$ cat src/hw/rtl/mbm_pkg.sv
// shared types, constants and bank mapping functions for the multicart bank mapper
package mbm_pkg;

  localparam int CfgWidth    = 11;
  localparam int CfgIdxWidth = 2;

  localparam logic [CfgIdxWidth-1:0] CFG_PRG_RAM_WE = 2'd0;
  localparam logic [CfgIdxWidth-1:0] CFG_PRG_LIMIT  = 2'd1;
  localparam logic [CfgIdxWidth-1:0] CFG_CHR_LIMIT  = 2'd2;

  localparam logic [15:0] ADDR_SEL_MASK = 16'hE001;
  localparam logic [15:0] ADDR_BANK_SEL = 16'h8000;
  localparam logic [15:0] ADDR_BANK_DAT = 16'h8001;
  localparam logic [15:0] ADDR_OUTER_LO = 16'h6000;
  localparam logic [15:0] ADDR_OUTER_HI = 16'h7FFF;

  localparam logic [7:0] PRG_SECOND_LAST = 8'hFE;
  localparam logic [7:0] PRG_LAST        = 8'hFF;

  localparam logic [7:0] INNER_RESET [8] = '{8'd0, 8'd2, 8'd4, 8'd5, 8'd6, 8'd7, 8'd0, 8'd0};

  typedef enum logic [1:0] {
    OP_NONE,
    OP_OUTER,
    OP_SELECT,
    OP_INNER
  } op_t;

  typedef struct packed {
    op_t        op;
    logic [7:0] value;
  } cmd_t;

  typedef struct packed {
    logic        prg_ram_write_enable;
    logic [7:0]  prg_bank_limit;
    logic [10:0] chr_bank_limit;
  } cfg_t;

  function automatic logic [2:0] outer_bits(input logic [7:0] outer);
    outer_bits = {outer[6], outer[4:3]};
  endfunction

  function automatic logic use_128k(input logic [7:0] outer);
    use_128k = !(outer[7] && outer[5]);
  endfunction

  function automatic logic [7:0] prg_map(input logic [7:0] outer, input logic [1:0] slot,
                                         input logic [7:0] inner, input logic [7:0] limit);
    logic [7:0] v;
    logic [5:0] bank;
    logic       half;
    if (outer[5]) begin
      if (use_128k(outer)) v = {1'b0, outer_bits(outer), inner[3:0]};
      else v = {outer_bits(outer), inner[4:0]};
    end else begin
      bank = {outer[6], outer[4:0]};
      half = |outer[1:0];
      bank[0] = slot[1] ? (bank[0] | half) : (bank[0] & ~half);
      v = {1'b0, bank, slot[0]};
    end
    if (v > limit) v = v & limit;
    prg_map = v;
  endfunction

  function automatic logic [10:0] chr_map(input logic [7:0] outer, input logic [7:0] inner,
                                          input logic [10:0] limit);
    logic [10:0] v;
    if (use_128k(outer)) v = {1'b0, outer_bits(outer), inner[6:0]};
    else v = {outer_bits(outer), inner};
    if (v > limit) v = v & limit;
    chr_map = v;
  endfunction

endpackage

$ cat src/hw/rtl/mbm_if.sv
// channel interfaces: cpu write in, bank mapping out
interface mbm_wr_if;
  logic        valid;
  logic        ready;
  logic [15:0] address;
  logic [7:0]  data;

  modport source (output valid, address, data, input ready);
  modport sink (input valid, address, data, output ready);
endinterface

interface mbm_map_if;
  logic        valid;
  logic        ready;
  logic [7:0]  prg_bank_0;
  logic [7:0]  prg_bank_1;
  logic [7:0]  prg_bank_2;
  logic [7:0]  prg_bank_3;
  logic [10:0] chr_bank_0;
  logic [10:0] chr_bank_1;
  logic [10:0] chr_bank_2;
  logic [10:0] chr_bank_3;
  logic [10:0] chr_bank_4;
  logic [10:0] chr_bank_5;
  logic [10:0] chr_bank_6;
  logic [10:0] chr_bank_7;

  modport source (output valid, prg_bank_0, prg_bank_1, prg_bank_2, prg_bank_3,
                  chr_bank_0, chr_bank_1, chr_bank_2, chr_bank_3,
                  chr_bank_4, chr_bank_5, chr_bank_6, chr_bank_7, input ready);
  modport sink (input valid, prg_bank_0, prg_bank_1, prg_bank_2, prg_bank_3,
                chr_bank_0, chr_bank_1, chr_bank_2, chr_bank_3,
                chr_bank_4, chr_bank_5, chr_bank_6, chr_bank_7, output ready);
endinterface

$ cat src/hw/rtl/mbm_front.sv
// front end: accepts cpu writes and decodes them into register commands
module mbm_front (
  mbm_wr_if.sink      wr,
  input  logic        prg_ram_write_enable,
  input  logic        q_full,
  output logic        push,
  output mbm_pkg::cmd_t cmd
);
  import mbm_pkg::*;

  logic [15:0] sel;

  assign wr.ready = !q_full;
  assign push     = wr.valid && !q_full;
  assign sel      = wr.address & ADDR_SEL_MASK;

  always_comb begin
    cmd.op    = OP_NONE;
    cmd.value = wr.data;
    if (wr.address >= ADDR_OUTER_LO && wr.address <= ADDR_OUTER_HI) begin
      // outer register takes the low address byte
      cmd.value = wr.address[7:0];
      if (prg_ram_write_enable) cmd.op = OP_OUTER;
    end else if (wr.address[15]) begin
      unique case (sel)
        ADDR_BANK_SEL: cmd.op = OP_SELECT;
        ADDR_BANK_DAT: cmd.op = OP_INNER;
        default:       cmd.op = OP_NONE;
      endcase
    end
  end

endmodule

$ cat src/hw/rtl/mbm_queue.sv
// two-entry command queue between front and back
module mbm_queue (
  input  logic          clk,
  input  logic          rst,
  input  logic          push,
  input  mbm_pkg::cmd_t push_cmd,
  output logic          full,
  input  logic          pop,
  output logic          pop_valid,
  output mbm_pkg::cmd_t pop_cmd
);
  import mbm_pkg::*;

  cmd_t       entries [2];
  logic       wr_ptr;
  logic       rd_ptr;
  logic [1:0] count;

  assign full      = count == 2'd2;
  assign pop_valid = count != 2'd0;
  assign pop_cmd   = entries[rd_ptr];

  always_ff @(posedge clk) begin
    if (push) entries[wr_ptr] <= push_cmd;
  end

  always_ff @(posedge clk) begin
    if (rst) begin
      wr_ptr <= 1'b0;
      rd_ptr <= 1'b0;
      count  <= 2'd0;
    end else begin
      if (push) wr_ptr <= !wr_ptr;
      if (pop) rd_ptr <= !rd_ptr;
      count <= count + {1'b0, push} - {1'b0, pop};
    end
  end

endmodule

$ cat src/hw/rtl/mbm_back.sv
// back end: applies register commands and registers the resulting bank map
module mbm_back (
  input  logic          clk,
  input  logic          rst,
  input  mbm_pkg::cfg_t cfg,
  input  logic          q_valid,
  input  mbm_pkg::cmd_t q_cmd,
  output logic          pop,
  mbm_map_if.source     map
);
  import mbm_pkg::*;

  logic [7:0]  outer_reg;
  logic [7:0]  bank_select;
  logic [7:0]  inner_banks [8];
  logic [7:0]  outer_next;
  logic [7:0]  select_next;
  logic [7:0]  inner_next [8];
  logic [7:0]  chr_inner [8];
  logic [7:0]  prg_next [4];
  logic [10:0] chr_next [8];
  logic [7:0]  prg [4];
  logic [10:0] chr [8];
  logic        out_valid;

  assign pop = q_valid && (!out_valid || map.ready);

  always_comb begin
    outer_next  = outer_reg;
    select_next = bank_select;
    inner_next  = inner_banks;
    if (pop) begin
      case (q_cmd.op)
        OP_OUTER:  outer_next = q_cmd.value;
        OP_SELECT: select_next = q_cmd.value;
        OP_INNER:  inner_next[bank_select[2:0]] = q_cmd.value;
        default:   ;
      endcase
    end
  end

  always_comb begin
    // bit 6 of bank select swaps the fixed second-last bank with the switchable one
    if (select_next[6]) begin
      prg_next[0] = prg_map(outer_next, 2'd0, PRG_SECOND_LAST, cfg.prg_bank_limit);
      prg_next[2] = prg_map(outer_next, 2'd2, inner_next[6], cfg.prg_bank_limit);
    end else begin
      prg_next[0] = prg_map(outer_next, 2'd0, inner_next[6], cfg.prg_bank_limit);
      prg_next[2] = prg_map(outer_next, 2'd2, PRG_SECOND_LAST, cfg.prg_bank_limit);
    end
    prg_next[1] = prg_map(outer_next, 2'd1, inner_next[7], cfg.prg_bank_limit);
    prg_next[3] = prg_map(outer_next, 2'd3, PRG_LAST, cfg.prg_bank_limit);

    chr_inner[0] = inner_next[0] & 8'hFE;
    chr_inner[1] = inner_next[0] | 8'h01;
    chr_inner[2] = inner_next[1] & 8'hFE;
    chr_inner[3] = inner_next[1] | 8'h01;
    chr_inner[4] = inner_next[2];
    chr_inner[5] = inner_next[3];
    chr_inner[6] = inner_next[4];
    chr_inner[7] = inner_next[5];
    // bit 7 of bank select swaps the two pattern table halves
    for (int j = 0; j < 8; j++) begin
      chr_next[j] = chr_map(outer_next, chr_inner[3'(j) ^ {select_next[7], 2'b00}],
                            cfg.chr_bank_limit);
    end
  end

  always_ff @(posedge clk) begin
    if (rst) begin
      outer_reg   <= '0;
      bank_select <= '0;
      inner_banks <= INNER_RESET;
      out_valid   <= 1'b0;
    end else begin
      if (pop) begin
        outer_reg   <= outer_next;
        bank_select <= select_next;
        inner_banks <= inner_next;
        out_valid   <= 1'b1;
      end else if (map.ready) begin
        out_valid <= 1'b0;
      end
    end
  end

  always_ff @(posedge clk) begin
    if (pop) begin
      prg <= prg_next;
      chr <= chr_next;
    end
  end

  assign map.valid      = out_valid;
  assign map.prg_bank_0 = prg[0];
  assign map.prg_bank_1 = prg[1];
  assign map.prg_bank_2 = prg[2];
  assign map.prg_bank_3 = prg[3];
  assign map.chr_bank_0 = chr[0];
  assign map.chr_bank_1 = chr[1];
  assign map.chr_bank_2 = chr[2];
  assign map.chr_bank_3 = chr[3];
  assign map.chr_bank_4 = chr[4];
  assign map.chr_bank_5 = chr[5];
  assign map.chr_bank_6 = chr[6];
  assign map.chr_bank_7 = chr[7];

endmodule

$ cat src/hw/rtl/multicart_bank_mapper.sv
// Multicart outer/inner bank mapper. Every cpu write transfer on wr yields one transfer on map
// carrying the four 8 KiB program banks and eight 1 KiB pattern banks computed after that write
// has updated the outer, bank-select and inner bank registers. One write is taken per cycle while
// the command queue has room; the result passes through the two-entry command queue and then the
// back end, which updates state and registers the map. wr stays ready while the queue has room, so
// a stalled map consumer holds back writes only after three results pile up.
// Configuration (cfg_index 0: program RAM write enable, 1: program bank limit, 2: pattern bank
// limit) is to be written by the user only while no write is in flight; the block does not enforce this.
module multicart_bank_mapper (
  input  logic                               clk,
  input  logic                               rst,
  input  logic                               cfg_we,
  input  logic [mbm_pkg::CfgIdxWidth-1:0]    cfg_index,
  input  logic [mbm_pkg::CfgWidth-1:0]       cfg_data,
  mbm_wr_if.sink                             wr,
  mbm_map_if.source                          map
);
  import mbm_pkg::*;

  cfg_t cfg;
  cmd_t front_cmd;
  cmd_t q_cmd;
  logic push;
  logic q_full;
  logic q_valid;
  logic pop;

  always_ff @(posedge clk) begin
    if (rst) begin
      cfg.prg_ram_write_enable <= 1'b0;
      cfg.prg_bank_limit       <= 8'hFF;
      cfg.chr_bank_limit       <= 11'h7FF;
    end else if (cfg_we) begin
      unique case (cfg_index)
        CFG_PRG_RAM_WE: cfg.prg_ram_write_enable <= cfg_data[0];
        CFG_PRG_LIMIT:  cfg.prg_bank_limit <= cfg_data[7:0];
        CFG_CHR_LIMIT:  cfg.chr_bank_limit <= cfg_data;
        default:        ;
      endcase
    end
  end

  mbm_front u_front (
    .wr                   (wr),
    .prg_ram_write_enable (cfg.prg_ram_write_enable),
    .q_full               (q_full),
    .push                 (push),
    .cmd                  (front_cmd)
  );

  mbm_queue u_queue (
    .clk       (clk),
    .rst       (rst),
    .push      (push),
    .push_cmd  (front_cmd),
    .full      (q_full),
    .pop       (pop),
    .pop_valid (q_valid),
    .pop_cmd   (q_cmd)
  );

  mbm_back u_back (
    .clk     (clk),
    .rst     (rst),
    .cfg     (cfg),
    .q_valid (q_valid),
    .q_cmd   (q_cmd),
    .pop     (pop),
    .map     (map)
  );

endmodule
$ cat src/flat_wrapper.sv
// flat-port wrapper written by rule: the top's interface ports become plain ports
module multicart_bank_mapper_flat import mbm_pkg::*;
  (clk, rst, cfg_we, cfg_index, cfg_data, wr_valid, wr_address, wr_data, wr_ready, map_valid, map_prg_bank_0, map_prg_bank_1, map_prg_bank_2, map_prg_bank_3, map_chr_bank_0, map_chr_bank_1, map_chr_bank_2, map_chr_bank_3, map_chr_bank_4, map_chr_bank_5, map_chr_bank_6, map_chr_bank_7, map_ready);
  mbm_wr_if wr_i ();
  mbm_map_if map_i ();
  input  logic clk;
  input  logic rst;
  input  logic cfg_we;
  input  logic [mbm_pkg::CfgIdxWidth-1:0] cfg_index;
  input  logic [mbm_pkg::CfgWidth-1:0] cfg_data;
  input wire logic [$bits(wr_i.valid)-1:0] wr_valid;
  input wire logic [$bits(wr_i.address)-1:0] wr_address;
  input wire logic [$bits(wr_i.data)-1:0] wr_data;
  output wire logic [$bits(wr_i.ready)-1:0] wr_ready;
  output wire logic [$bits(map_i.valid)-1:0] map_valid;
  output wire logic [$bits(map_i.prg_bank_0)-1:0] map_prg_bank_0;
  output wire logic [$bits(map_i.prg_bank_1)-1:0] map_prg_bank_1;
  output wire logic [$bits(map_i.prg_bank_2)-1:0] map_prg_bank_2;
  output wire logic [$bits(map_i.prg_bank_3)-1:0] map_prg_bank_3;
  output wire logic [$bits(map_i.chr_bank_0)-1:0] map_chr_bank_0;
  output wire logic [$bits(map_i.chr_bank_1)-1:0] map_chr_bank_1;
  output wire logic [$bits(map_i.chr_bank_2)-1:0] map_chr_bank_2;
  output wire logic [$bits(map_i.chr_bank_3)-1:0] map_chr_bank_3;
  output wire logic [$bits(map_i.chr_bank_4)-1:0] map_chr_bank_4;
  output wire logic [$bits(map_i.chr_bank_5)-1:0] map_chr_bank_5;
  output wire logic [$bits(map_i.chr_bank_6)-1:0] map_chr_bank_6;
  output wire logic [$bits(map_i.chr_bank_7)-1:0] map_chr_bank_7;
  input wire logic [$bits(map_i.ready)-1:0] map_ready;
  assign wr_i.valid = wr_valid;
  assign wr_i.address = wr_address;
  assign wr_i.data = wr_data;
  assign wr_ready = wr_i.ready;
  assign map_valid = map_i.valid;
  assign map_prg_bank_0 = map_i.prg_bank_0;
  assign map_prg_bank_1 = map_i.prg_bank_1;
  assign map_prg_bank_2 = map_i.prg_bank_2;
  assign map_prg_bank_3 = map_i.prg_bank_3;
  assign map_chr_bank_0 = map_i.chr_bank_0;
  assign map_chr_bank_1 = map_i.chr_bank_1;
  assign map_chr_bank_2 = map_i.chr_bank_2;
  assign map_chr_bank_3 = map_i.chr_bank_3;
  assign map_chr_bank_4 = map_i.chr_bank_4;
  assign map_chr_bank_5 = map_i.chr_bank_5;
  assign map_chr_bank_6 = map_i.chr_bank_6;
  assign map_chr_bank_7 = map_i.chr_bank_7;
  assign map_i.ready = map_ready;
  multicart_bank_mapper u_core (.clk(clk), .rst(rst), .cfg_we(cfg_we), .cfg_index(cfg_index), .cfg_data(cfg_data), .wr(wr_i), .map(map_i));
endmodule
$ cat config.mk
export PLATFORM = sky130hd
export DESIGN_NAME = multicart_bank_mapper_flat
export DESIGN_NICKNAME = d
export VERILOG_FILES = /design/src/hw/rtl/mbm_pkg.sv /design/src/hw/rtl/mbm_if.sv /design/src/hw/rtl/mbm_front.sv /design/src/hw/rtl/mbm_queue.sv /design/src/hw/rtl/mbm_back.sv /design/src/hw/rtl/multicart_bank_mapper.sv /design/src/flat_wrapper.sv
export SDC_FILE = /design/constraint.sdc
export NUM_CORES = 1
export LEC_CHECK = 0
export ABC_AREA = 1
export BUFFER_PORTS_ARGS = -buffer_cell sky130_fd_sc_hd__buf_2
export CAP_MARGIN = 20
export CELL_PAD_IN_SITES_DETAIL_PLACEMENT = 0
export CELL_PAD_IN_SITES_GLOBAL_PLACEMENT = 2
export CORE_MARGIN = 3
export CORE_UTILIZATION = 35
export DETAILED_ROUTE_END_ITERATION = 12
export PLACE_DENSITY_LB_ADDON = 0.1
export RECOVER_POWER = 50
export REMOVE_ABC_BUFFERS = 1
export SLEW_MARGIN = 20
export SYNTH_ARGS = -nofsm -noshare
export SYNTH_HDL_FRONTEND = slang
export SYNTH_SLANG_ARGS = --single-unit
$ cat constraint.sdc
create_clock -name clk -period 6.1 [get_ports clk]
set_input_delay 0.61 -clock clk [delete_from_list [all_inputs] [get_ports clk]]
set_output_delay 0.61 -clock clk [all_outputs]
set_load 0.05 [all_outputs]
== Word-level counts from Yosys, hierarchy flattened ==
Memory sizes are Yosys's and may differ from the RTL's. A register that Yosys moved wholly into a read port is not among the register bits.
Index checks and enable logic that the tools add are counted.
Word-level totals
  flip-flop bits (word level): 225
  output and inout bits: 122
  memories kept: 1
  bits in writable memories: 20
Memory list
  u_core.u_queue.entries: depth 2, width 10, rd ports 1, clocked after memory_dff 1, write ports 1, RTL line mbm_queue.sv:14  | cmd_t entries [2];
Cells by class
  multiplexer cells: 82
  eq/ne operators: 8
  $add $sub $neg: 2
  reduce and logical (&&, ||, !) cells: 19
  bitwise logic cells: 29
  magnitude comparators: 26
Operators with widths (count)
  $mux 8: 44
  $bmux 8 s3: 8
  $mux 11: 16
  $mux 64: 2
  $and 11x11->11: 8
  $gt 11x11->1: 8
  $bwmux 64: 1
  $and 8x8->8: 6
  $gt 8x8->1: 6
  $ge 4x4->1 const B: 9
  $not 3->4: 9
  $demux 8 s3: 1
  $ge 16x15->1 const B: 1
  $le 16x15->1 const B: 1
  $reduce_and 2->1: 5
  $eq 2x2->1 const B: 4
  $eq 4x4->1 const B: 2
  $mux 1: 7
  $logic_and 1x1->1: 5
  $eq 2x1->1 const B: 2
  $logic_not 1->1: 4
  $lt 4x1->1 const B: 1
  $mux 2: 2
  $pmux 2 s2: 1
  other kinds (11): 13

== Logic depth before layout (Yosys ltp) ==
  word-level depth: 14
  gate-level depth with buffers: 23
  gate-level depth less buffers: 20

== By module ==
Synthesis repeated with hierarchy kept, for this count alone.
Unflattened totals
  cell total of the unflattened synthesis: 1796
  area, all modules: 14327.5 sq um
By module, submodules not included
  mbm_back: cells an instance 1599, times used 1, area each 12386.9 sq um
  mbm_queue: cells an instance 62, times used 1, area each 985.9 sq um
  multicart_bank_mapper: cells an instance 96, times used 1, area each 772.0 sq um
  mbm_front: cells an instance 39, times used 1, area each 182.7 sq um

== Worst setup path after synthesis ==
Ideal clock, no wire load.
  path kind: input -> register
  start: input map_ready
  end: register u_core.u_back.chr (netlist bit u_core.u_back.map.chr_bank_2[0]), data pin
  path buffers: 3
  path slack: 1.586 ns
  data arrival time: 4.247 ns
  cell stages on the path: 18
  path through: nor2_1 -> nor2_8 -> nand3_2 -> nand2_1 -> nand2_1 -> buf_4 -> buf_2 -> o21ai_0 -> inv_1 -> ha_1 -> inv_1 -> o31ai_1 -> nand3_1 -> nand3_1 -> nand2_1 -> inv_1 -> clkbuf_1 -> o21ai_0
RTL lines
  start: declaration: RTL line flat_wrapper.sv:28  | input wire logic [$bits(map_i.ready)-1:0] map_ready;
  end signal: assignment: RTL line mbm_back.sv:90  | chr <= chr_next;
  end: declaration: RTL line mbm_back.sv:23  | logic [10:0] chr [8];

==> metrics.yaml <==
sta:
  worst_slew_pin_slew_ps: 3530
  fin_tns_setup_ps: 0
  fin_ws_ps: 1080
  period_needed_ps: 5020
  max_slew_violation_total_from_the_final_report: 132
  worst_clock_skew_ps: 22.1
  rsz0062_at_grt: "false"
  final_min_period_over_clock_period: 0.823
  final-setup-viol-count: 0
  max_slew_margin: -1.35
  hold_viol_final: 0
  maxClockFrequency_mhz: 199
power_and_ir_drop:
  irDropWorstVdd_mv: 0.216
  p_leak_nw: 7.69
  power_density_nw_per_um2: 491
floorplan:
  die-height_microns: 207
  starting_utilization_of_the_core_area: 0.356
  rows: 73
  io_pins: 164
  core_area_sq_um: 39900
  dieArea_sq_um: 43000
  die_width_microns: 207
clock_tree:
  clk_latency_ps: 580
  cts-hold-fix-buffers: 0
  cts.sinks: 235
  cts.clk_slew.worst_paths_ps: 60
  clk_root_buffer_cell: "clkbuf_16"
  cts_tree: "yes"
  cts.path.max_buffers: 3
  ctsHtreeMaxLevel: 1
  cts_resized: 0
  cts_inserted_buffers: 28
  postCtsSetupRepairBufs: 0
layout:
  final_layout_size_suffix_gt1_frac: 0.0719
  finalNonFillerCells: 2443
  number_of_flip_flops_under_the_largest_register_name: 56
  layout.filler_cells: 4144
  multi_input_comb_area_sq_um: 7040
  diodes: 0
  finish.net_count: 2113
  most_common_cell_after_layout_fill_and_taps_aside: "nand2_1"
  largest-register: "u_core.u_back.inner_banks"
  commonest_cells_after_routing_fill_and_taps_aside: "492 x nand2_1, 200 x inv_1, 175 x ha_1"
  layout.area.seq_sq_um: 6110
  layout_top_registers: "u_core.u_back.inner_banks: 56 flops, u_core.cfg: 20 flops, u_core.u_queue.entries: 20 flops"
  area_growth_pct: 14.9
synthesis:
  synth_compound_area_frac: 0.107
  postSynthCellCount: 1740
  yosys.area_share.adder: 0.154
  post_synth_and_or_nand_nor_area_fraction: 0.227
  main_combinational_cell_family_by_area_after_synthesis: "simple AND/OR/NAND/NOR gates"
  postSynthAreaPerCell_sq_um: 8.16
  synth.cell_area_sq_um: 14200
  synth_xor_xnor_area_share: 0.000617
  synth_mux_area_frac: 0.00634
  postSynthRegisterBits: 235
  synth-seq-area-share: 0.430
  syn_warnings: 0
  synth.lib_cells_used.distinct: 39
setup_path:
  setup.worst_path.class: "input pin to register"
  crit_path_top_delay_cell: "clkbuf_1"
  critPathCaptureType: "register"
  cell_chain_critical_path: "buf_2 -> clkbuf_1 -> clkinv_2 -> o21ai_0 -> a21oi_1"
  crit_fanout: 68
  cpPeakStageDelay_ps: 2450
  launching_element_type_of_the_critical_path: "input pin"
  worst_ep_arrival_time_ps: 5350
  crit_required_ps: 6430
hold_path:
  hold_path_class: "input pin to register"
place:
  dp_worst_setup_slack_ps: 1130
  place.detailed.instances: 2391
  hpwl_mm: 32.2
  port_buffers: 158
  gp_congestion: 0.817
route:
  met3WireLength_mm: 1.67
  drtPass1Iterations: 6
  ant_nets: 0
  post_drt_wl_per_cell_microns: 17.5
  routed-via-count: 11700
  top_layer_used: "met4"
  remaining_drc_errors: 0
  first_iter_violations: 601
  post_drt_via_cell_ratio: 4.80
  routedLengthMet1_mm: 19.6
  met2WireLength_mm: 20.6
  drt_wl_total_mm: 42.8
global_route:
  grt_first_pass_wirelength_mm: 66.5
  grt_util_all_layers: 0.197
  grt_start_max_net_pins: 69
  vias_in_the_first_global_route: 11500
  global_route.overflow_total: 0
  antenna_violations_before_repair: 0
run_status:
  failed_checks: "capacitance limit, slew limit"
  outcome: "finished, violations left"
flow_run:
  max-cap-violations: 2
worst max-delay path, delay by kind of cell:
family	cells	cell delay, ps
AO/OA/AOI/OAI	2	500
buffers and inverters	3	4170
per-layer routing:
metal  GRT usage  vias to the layer above
met5           0                        -
met4      0.0480                        0
met3      0.0251                       59
met2       0.348                      215
met1       0.257                     5431
li1            -                     6032
cells in the mapped netlist (all sizes together):
| cell type | instances | area (sq um) |
|---|---|---|
| nand3 | 103 | 541 |
| or2 | 7 | 43.8 |
| o21a | 2 | 15.0 |
| o21bai | 1 | 7.51 |
| clkinv | 6 | 22.5 |
| nor4 | 3 | 18.8 |
| nor3 | 10 | 50.1 |
| o21ai | 163 | 831 |
| dfxtp | 95 | 1900 |
| edfxtp | 140 | 4200 |
| inv | 205 | 769 |
| buf | 30 | 180 |
| a31oi | 1 | 6.26 |
| nor3b | 1 | 7.51 |
| a21oi | 89 | 457 |
| nand3b | 2 | 15.0 |
| a21o | 1 | 7.51 |
| nor2 | 127 | 514 |
| nand4 | 16 | 100 |
| xor2 | 1 | 8.76 |
| ha | 175 | 2190 |
| o211ai | 23 | 173 |
| o31ai | 4 | 30.0 |
| clkbuf | 21 | 78.8 |
| mux2 | 8 | 90.1 |
| nand2 | 506 | 1940 |
worst paths after layout:
path	end	startpoint	slack, ps	cells after the start
setup / recovery	u_core.u_queue.rd_ptr	rst	1080	5
hold / removal	u_core.cfg[8]	cfg_data[8]	280	3
setup reg to reg	u_core.u_back.map.prg_bank_0[7]	u_core.u_queue.count[1]	1230	17
hold reg to reg	register	u_core.u_queue.rd_ptr	460	1
power breakdown:
group	leakage, nW	internal [mW]	switching (mW)
Clock	0.460	1.02	0.688
Combinational	5.13	0.750	3.03
Sequential	2.11	2.34	0.178
Total	7.69	4.11	3.90
through the flow:
stage | area, sq um | hold slack [ps] | power [mW] | utilization
2_1_floorplan | 13900 | 426 | 5.35 | -
3_3_place_gp | 15600 | 436 | 6.45 | 0.390
3_5_place_dp | 15600 | 445 | 6.48 | 0.390
4_1_cts | 16500 | 250 | 8.22 | 0.413
5_1_grt | 16300 | 255 | 8.58 | 0.409
6_report | 16300 | 279 | 8.01 | 0.409
final cells by class:
cell class              count  area share
well taps                 525      0.0403
repair buffers            177      0.0482
inverters                 211      0.0486
clock buffers              32      0.0445
flip-flops and latches    235       0.374
clock inverters            20      0.0129
multi-input cells        1243       0.431
logic make-up (layout without fill, tap and decap cells):
group	Yosys count	count (layout)
adders and majority gates	175	175
AOI/OAI and AO/OA	284	284
muxes	8	8
DFF	235	235
and+or+nand+nor	775	775
buffers and inverters	262	440
xor gates and xnor gates	1	1
(Power assumes the default switching activity.)
